## config.mk

```make
export PLATFORM = sky130hd
export DESIGN_NAME = rie_queue
export DESIGN_NICKNAME = d
export VERILOG_FILES = /design/src/hw/rtl/rie_pkg.sv /design/src/hw/rtl/rie_queue.sv
export SDC_FILE = /design/constraint.sdc
export NUM_CORES = 1
export LEC_CHECK = 0
export BUFFER_PORTS_ARGS = -buffer_cell sky130_fd_sc_hd__buf_2
export CORE_MARGIN = 5
export CORE_UTILIZATION = 30
export DETAILED_ROUTE_END_ITERATION = 10
export REMOVE_ABC_BUFFERS = 1
export SLEW_MARGIN = 20
export SYNTH_ARGS = -nofsm -noshare
export SYNTH_HDL_FRONTEND = slang
export SYNTH_SLANG_ARGS = --single-unit
```

## constraint.sdc

```tcl
create_clock -name clock -period 9.4 [get_ports clock]
set_input_delay 2.82 -clock clock [delete_from_list [all_inputs] [get_ports clock]]
set_output_delay 2.82 -clock clock [all_outputs]
set_load 0.05 [all_outputs]
```

## src/hw/rtl/rie_pkg.sv

```systemverilog
package rie_pkg;

   localparam int DATA_WORDS = 1024;
   localparam int NUM_REGS   = 32;
   localparam int DADDR_W    = $clog2(DATA_WORDS);
   localparam int CLEAR_W    = DADDR_W + 1;

   localparam logic [1:0] CAT1_CODE = 2'b01;

   typedef enum logic [3:0] {
      C1_J = 4'd0, C1_JR = 4'd1, C1_BEQ = 4'd2, C1_BLTZ = 4'd3, C1_BGTZ = 4'd4,
      C1_BRK = 4'd5, C1_SW = 4'd6, C1_LW = 4'd7, C1_SLL = 4'd8, C1_SRL = 4'd9,
      C1_SRA = 4'd10
   } cat1_op_type;

   typedef enum logic [3:0] {
      C2_ADD = 4'd0, C2_SUB = 4'd1, C2_MUL = 4'd2, C2_AND = 4'd3, C2_OR = 4'd4,
      C2_XOR = 4'd5, C2_NOR = 4'd6, C2_SLT = 4'd7, C2_ADDI = 4'd8,
      C2_ANDI = 4'd9, C2_ORI = 4'd10, C2_XORI = 4'd11
   } cat2_op_type;

   // one queued item, as the front end leaves it
   typedef struct packed {
      logic        op;
      logic [31:0] pc;
      logic [31:0] instr;
      logic [31:0] load_addr;
      logic [31:0] load_value;
   } item_type;

   typedef struct packed {
      logic [31:0] next_pc;
      logic        halted;
      logic        reg_written;
      logic [4:0]  reg_index;
      logic [31:0] reg_value;
      logic        mem_written;
      logic [31:0] mem_addr;
      logic [31:0] mem_value;
      logic        addr_fault;
   } result_type;

   function automatic logic addr_ok(input logic [31:0] a);
      logic [31:0] wa;
      wa = a >> 2;
      return (a[1:0] == 2'b00) && (wa < 32'(DATA_WORDS));
   endfunction

endpackage

```

## src/hw/rtl/rie_queue.sv

```systemverilog
module rie_queue
   import rie_pkg::*;
(
   input  logic     clock,
   input  logic     reset,
   input  logic     wr_valid,
   output logic     wr_stall,
   input  item_type wr_item,
   output logic     rd_valid,
   input  logic     rd_stall,
   output item_type rd_item
);
   // two-entry queue; full registers both sides
   item_type   mem_ff [2];
   logic       wp_ff, wp_in, rp_ff, rp_in;
   logic [1:0] cnt_ff, cnt_in;
   logic       push, pop;

   assign wr_stall = (cnt_ff == 2'd2);
   assign rd_valid = (cnt_ff != 2'd0);
   assign rd_item  = mem_ff[rp_ff];
   assign push     = wr_valid && !wr_stall;
   assign pop      = rd_valid && !rd_stall;

   always_comb begin
      wp_in  = wp_ff ^ push;
      rp_in  = rp_ff ^ pop;
      cnt_in = cnt_ff + {1'b0, push} - {1'b0, pop};
   end

   always_ff @(posedge clock) begin
      if (reset) begin
         wp_ff  <= 1'b0;
         rp_ff  <= 1'b0;
         cnt_ff <= 2'd0;
      end else begin
         wp_ff  <= wp_in;
         rp_ff  <= rp_in;
         cnt_ff <= cnt_in;
      end
      if (push) mem_ff[wp_ff] <= wr_item;
   end
endmodule

```

==> summary by stage <==
Route
Dividing the detail-routed wire length by the instance count gives 17.6 µm. The detail route stage leaves a number of antenna-violating nets equal to 0. The first detailed-routing pass ran for 4 iterations. For this block, the via count after detailed routing is 4853. The final routed wirelength across all metal layers is 19900 µm. The remaining design rule violation count is 0.

For this block, the initial DRC count from the detailed router was 141. The via density per instance is 4.29.

Cells and area
Excluding fillers, the count of instances in the completed layout stands at 1132. The register cell area after layout is 7830 µm². The filler cell count in the final layout is 2969. The number of nets in the final layout is 844. The footprint of the multi-input gates is 1620 µm². Of the cells placed in the final design, the portion with a size suffix greater than 1 is 60.6%. The area growth from synthesis to layout is 27.8%.

CTS
The source-to-sink clock delay at the later pin of the worst-skew pair is 0.53 ns. The worst-case clock buffer depth is 3. Once the clock tree was built, the setup fixing pass inserted 0 buffers. The root cell of the clock tree is sky130_fd_sc_hd__clkbuf_16. The number of hold buffers added after cts is 0.

In this run the number of H-tree levels came out at 1. The clock-pin slew of the registers on the worst-case setup and hold paths is 0.06 ns. The number of buffers added by the clock tree synthesis step is 28. The post-cts resize count is 0. The number of clock sinks is 262. The TritonCTS clock tree is done.

Global routing
Summed over all layers, the global routing overflow is 0. The first global-routing pass estimated 29500 µm of wire. The total global routing track utilization is 10.5%. The initial antenna violation count was 2. met2 is the most crowded layer. For this run, global-route usage on met1 was measured as 12.6%. The met3 track utilization from global routing is 4.39%. The largest net degree at the start of global routing is 70.

The via count of the first global-routing pass is 5129. The met2 global-route usage is 17.6%.

Worst hold path
The path class of the tightest hold or removal check is register to register.

Yosys
The number of synthesized flops with an enable pin is 258. The number of warnings issued by yosys is 0. The portion of netlist area occupied by mux cells is 15.3%. Counting instances in the post-synthesis netlist gives the leading cell types as sky130_fd_sc_hd__edfxtp_1 (258), sky130_fd_sc_hd__mux2_2 (130), sky130_fd_sc_hd__buf_6 (10). In this run the mean area of a mapped cell was 22.5 µm². The post-synthesis simple-gate area fraction is 0.484%. In this run the cell area of the synthesized design comes to 9570 µm². Yosys instantiated no cell more often than sky130_fd_sc_hd__edfxtp_1. By area the synthesized netlist is led by sky130_fd_sc_hd__edfxtp_1 (81%), sky130_fd_sc_hd__mux2_2 (15%), sky130_fd_sc_hd__buf_6 (1.2%).

Summing the areas of all fa, ha and maj instances in the mapped netlist gives 0.523% of the synthesized area. The xor/xnor share of the synthesized area is 0.235%. Sequential cells were found to cover 81.8% of the synthesized design area.

After synthesis, the largest family of logic cells by area is multiplexers. For this run, the leading register cell type out of synthesis is sky130_fd_sc_hd__edfxtp_1. In this run, synthesis produced a sequential element count of 262. The count of cell types in the netlist is 15.

Summed over its instances, the top area cell type makes up 81.0% of the synthesized netlist area. Synthesis handed over a netlist of 425 instances. The compound-gate portion of the synthesized area is 0.105%.

The proportion of synthesized flip-flops having asynchronous set or reset is 0%. Of all cell types, the one taking the most synthesized area is sky130_fd_sc_hd__edfxtp_1.

Status
The run finished with clean final reports.

Timing
At the pin with the least slew margin, the transition time is 1.01 ns. The maximum clock frequency is 0.177 GHz. For the final routed database, the setup TNS stands at 0 ns. The max-slew violation count is 0. The hold violation count in the final report is 0.

Setup violations remaining at the end of the flow were counted as 0. The portion of the clock cycle consumed by the worst path in the final layout is 60.2%. Setup repair after global routing left no endpoint under its margin.

The shortest clock period the worst path allows after layout is 5.66 ns. In this run the tightest slew margin relative to its limit is 32.6%. Across the routed clock network, the largest skew measured is 0.0101 ns.

Placed design
Including well taps, the total number of placed cells is 1079. In this run the tool buffered the top-level ports with 263 buffer cells. Routability-driven placement finished with a final weighted congestion of 0.689. The detailed placement HPWL is 13000 µm.

Floorplanning
The height of the die is 189 µm. In this run the core area contains 65 standard-cell rows. The die outline width is 189 µm. The top-level I/O count is 264. The full die area is 35600 µm². The core region is 31600 µm². The starting utilization of the core area is 30.3%.

Setup path
The sort of element at the start of the critical path is a register. The required time at the worst-slack endpoint is 6.58 ns. In this run the critical register-to-register path is captured at mem_ff[0][95]. In this run the register-to-register setup slack is 6.52 ns.

Walking the worst path, the cells encountered are buf_16 > buf_4 > mux2_2 > buf_2. STA classifies the critical path endpoint as an output pin. The timing startpoint of the critical path is rp_ff.

The number of gates on the worst path with buffers counted is 4. For the worst setup path, the data arrival time is 2.84 ns. Together, buffers and inverters on the worst path number 3. For this run, the slowest stage of the critical path takes 0.69 ns. The capture point of the worst path is rd_item[107]. The launching point of the worst reg2reg path is cnt_ff[0]. Of all nets on the critical path, the largest fanout is 51.

The classification of the worst setup path is register to output pin. The kind of cell adding the most delay to the critical path is buffers and inverters. Measured in cells, the most critical reg-to-reg path has a length of 4. On the critical path, the stage with the largest delay is an instance of sky130_fd_sc_hd__dfxtp_4.

Power and ir drop
In this run the static leakage power is 4.50 nW. The highest ir drop seen on vdd is 206 µV. Power spread over the standard cell area amounts to 312 nW/µm².

Run
Max-cap violations in this run came to 0.
## how the worst min path moves through the flow
stage                     startpoint   endpoint  slack (ns)  depth (start not counted)
after detailed placement   cnt_ff[0]  cnt_ff[0]        0.62                          2
after floorplan                wp_ff      wp_ff        0.53                          3
after global placement         wp_ff      wp_ff        0.62                          3
after global routing           wp_ff      wp_ff        0.68                          3
after CTS                  cnt_ff[0]  cnt_ff[0]        0.64                          2
final                      cnt_ff[0]  cnt_ff[0]        0.63                          2
## cell usage in the layout (no fill, tap or decap), drive strengths merged
| master | synthesis | routed |
|---|---|---|
| and2 | 1 | 1 |
| nand2b | 1 | 1 |
| dfxtp | 4 | 4 |
| nor2 | 3 | 3 |
| nand2 | 1 | 1 |
| nor2b | 2 | 2 |
| inv | 3 | 3 |
| edfxtp | 258 | 258 |
| mux2 | 130 | 130 |
| xnor3 | 1 | 1 |
| o21ba | 1 | 1 |
| clkinv | 0 | 9 |
| buf | 15 | 267 |
| diode | 0 | 1 |
| clkbuf | 0 | 39 |
| or2 | 1 | 1 |
| ha | 4 | 4 |
| bufinv | 0 | 2 |
| clkinvlp | 0 | 2 |
## area by class of cell
cell class	instances	share of cell area, %
Sequential cell	262	64.1
Timing Repair Buffer	267	11.2
Multi-Input combinational cell	145	13.2
Antenna cell	1	0.0205
Clock inverter	13	0.982
Inverter	3	0.0921
Clock buffer	39	6.32
Tap cell	402	4.11
## report_power, final
| group | switching (W) | leakage [nW] | internal [W] |
|---|---|---|---|
| clock network | 0.000432 | 0.432 | 0.000628 |
| logic | 0.000886 | 1.62 | 0.000325 |
| registers | 0.0000526 | 2.44 | 0.00149 |
## per-stage QoR
step           instance area [µm²]  utilization [%]  total power (W)  hold slack (ns)  worst slack, ns
6_report                     12200             38.7          0.00381            0.634             3.74
5_1_grt                      12200             38.7          0.00397            0.684             3.55
4_1_cts                      12200             38.7          0.00387            0.643             3.60
3_5_place_dp                 11300             35.9          0.00279            0.622             4.05
3_3_place_gp                 11300             35.8          0.00278            0.616             3.97
2_1_floorplan                 9430                -          0.00251            0.532             2.71
## logic make-up (layout without fill, tap and decap cells)
group	after synthesis	count (layout)
muxes	130	130
AOI/OAI and AO/OA	1	1
buffers and inverters	18	322
xor gates and xnor gates	1	1
DFF	262	262
adders and majority gates	4	4
other	0	1
and+or+nand+nor	9	9
## tightest hold or removal path: stages, from the launching register on
cell	delay, ns
sky130_fd_sc_hd__dfxtp_1	0.36
sky130_fd_sc_hd__ha_1	0.14
sky130_fd_sc_hd__nor2b_1	0.10
## registers in the layout (all words and copies together) (netlist names)
register	cells
cnt_ff	2
rp_ff	1
wp_ff	1
mem_ff	258
## metal layers
metal  vias to the layer above  part of all wire (%)  routed length (µm)
li1                       2264                     -                   -
met1                      2372                    41                8230
met2                       182                    47                9240
met3                        33                   9.3                1850
met4                         2                   2.7                 537
met5                         -                 0.035                   7
No activity file was read; power rests on OpenSTA's default activity.
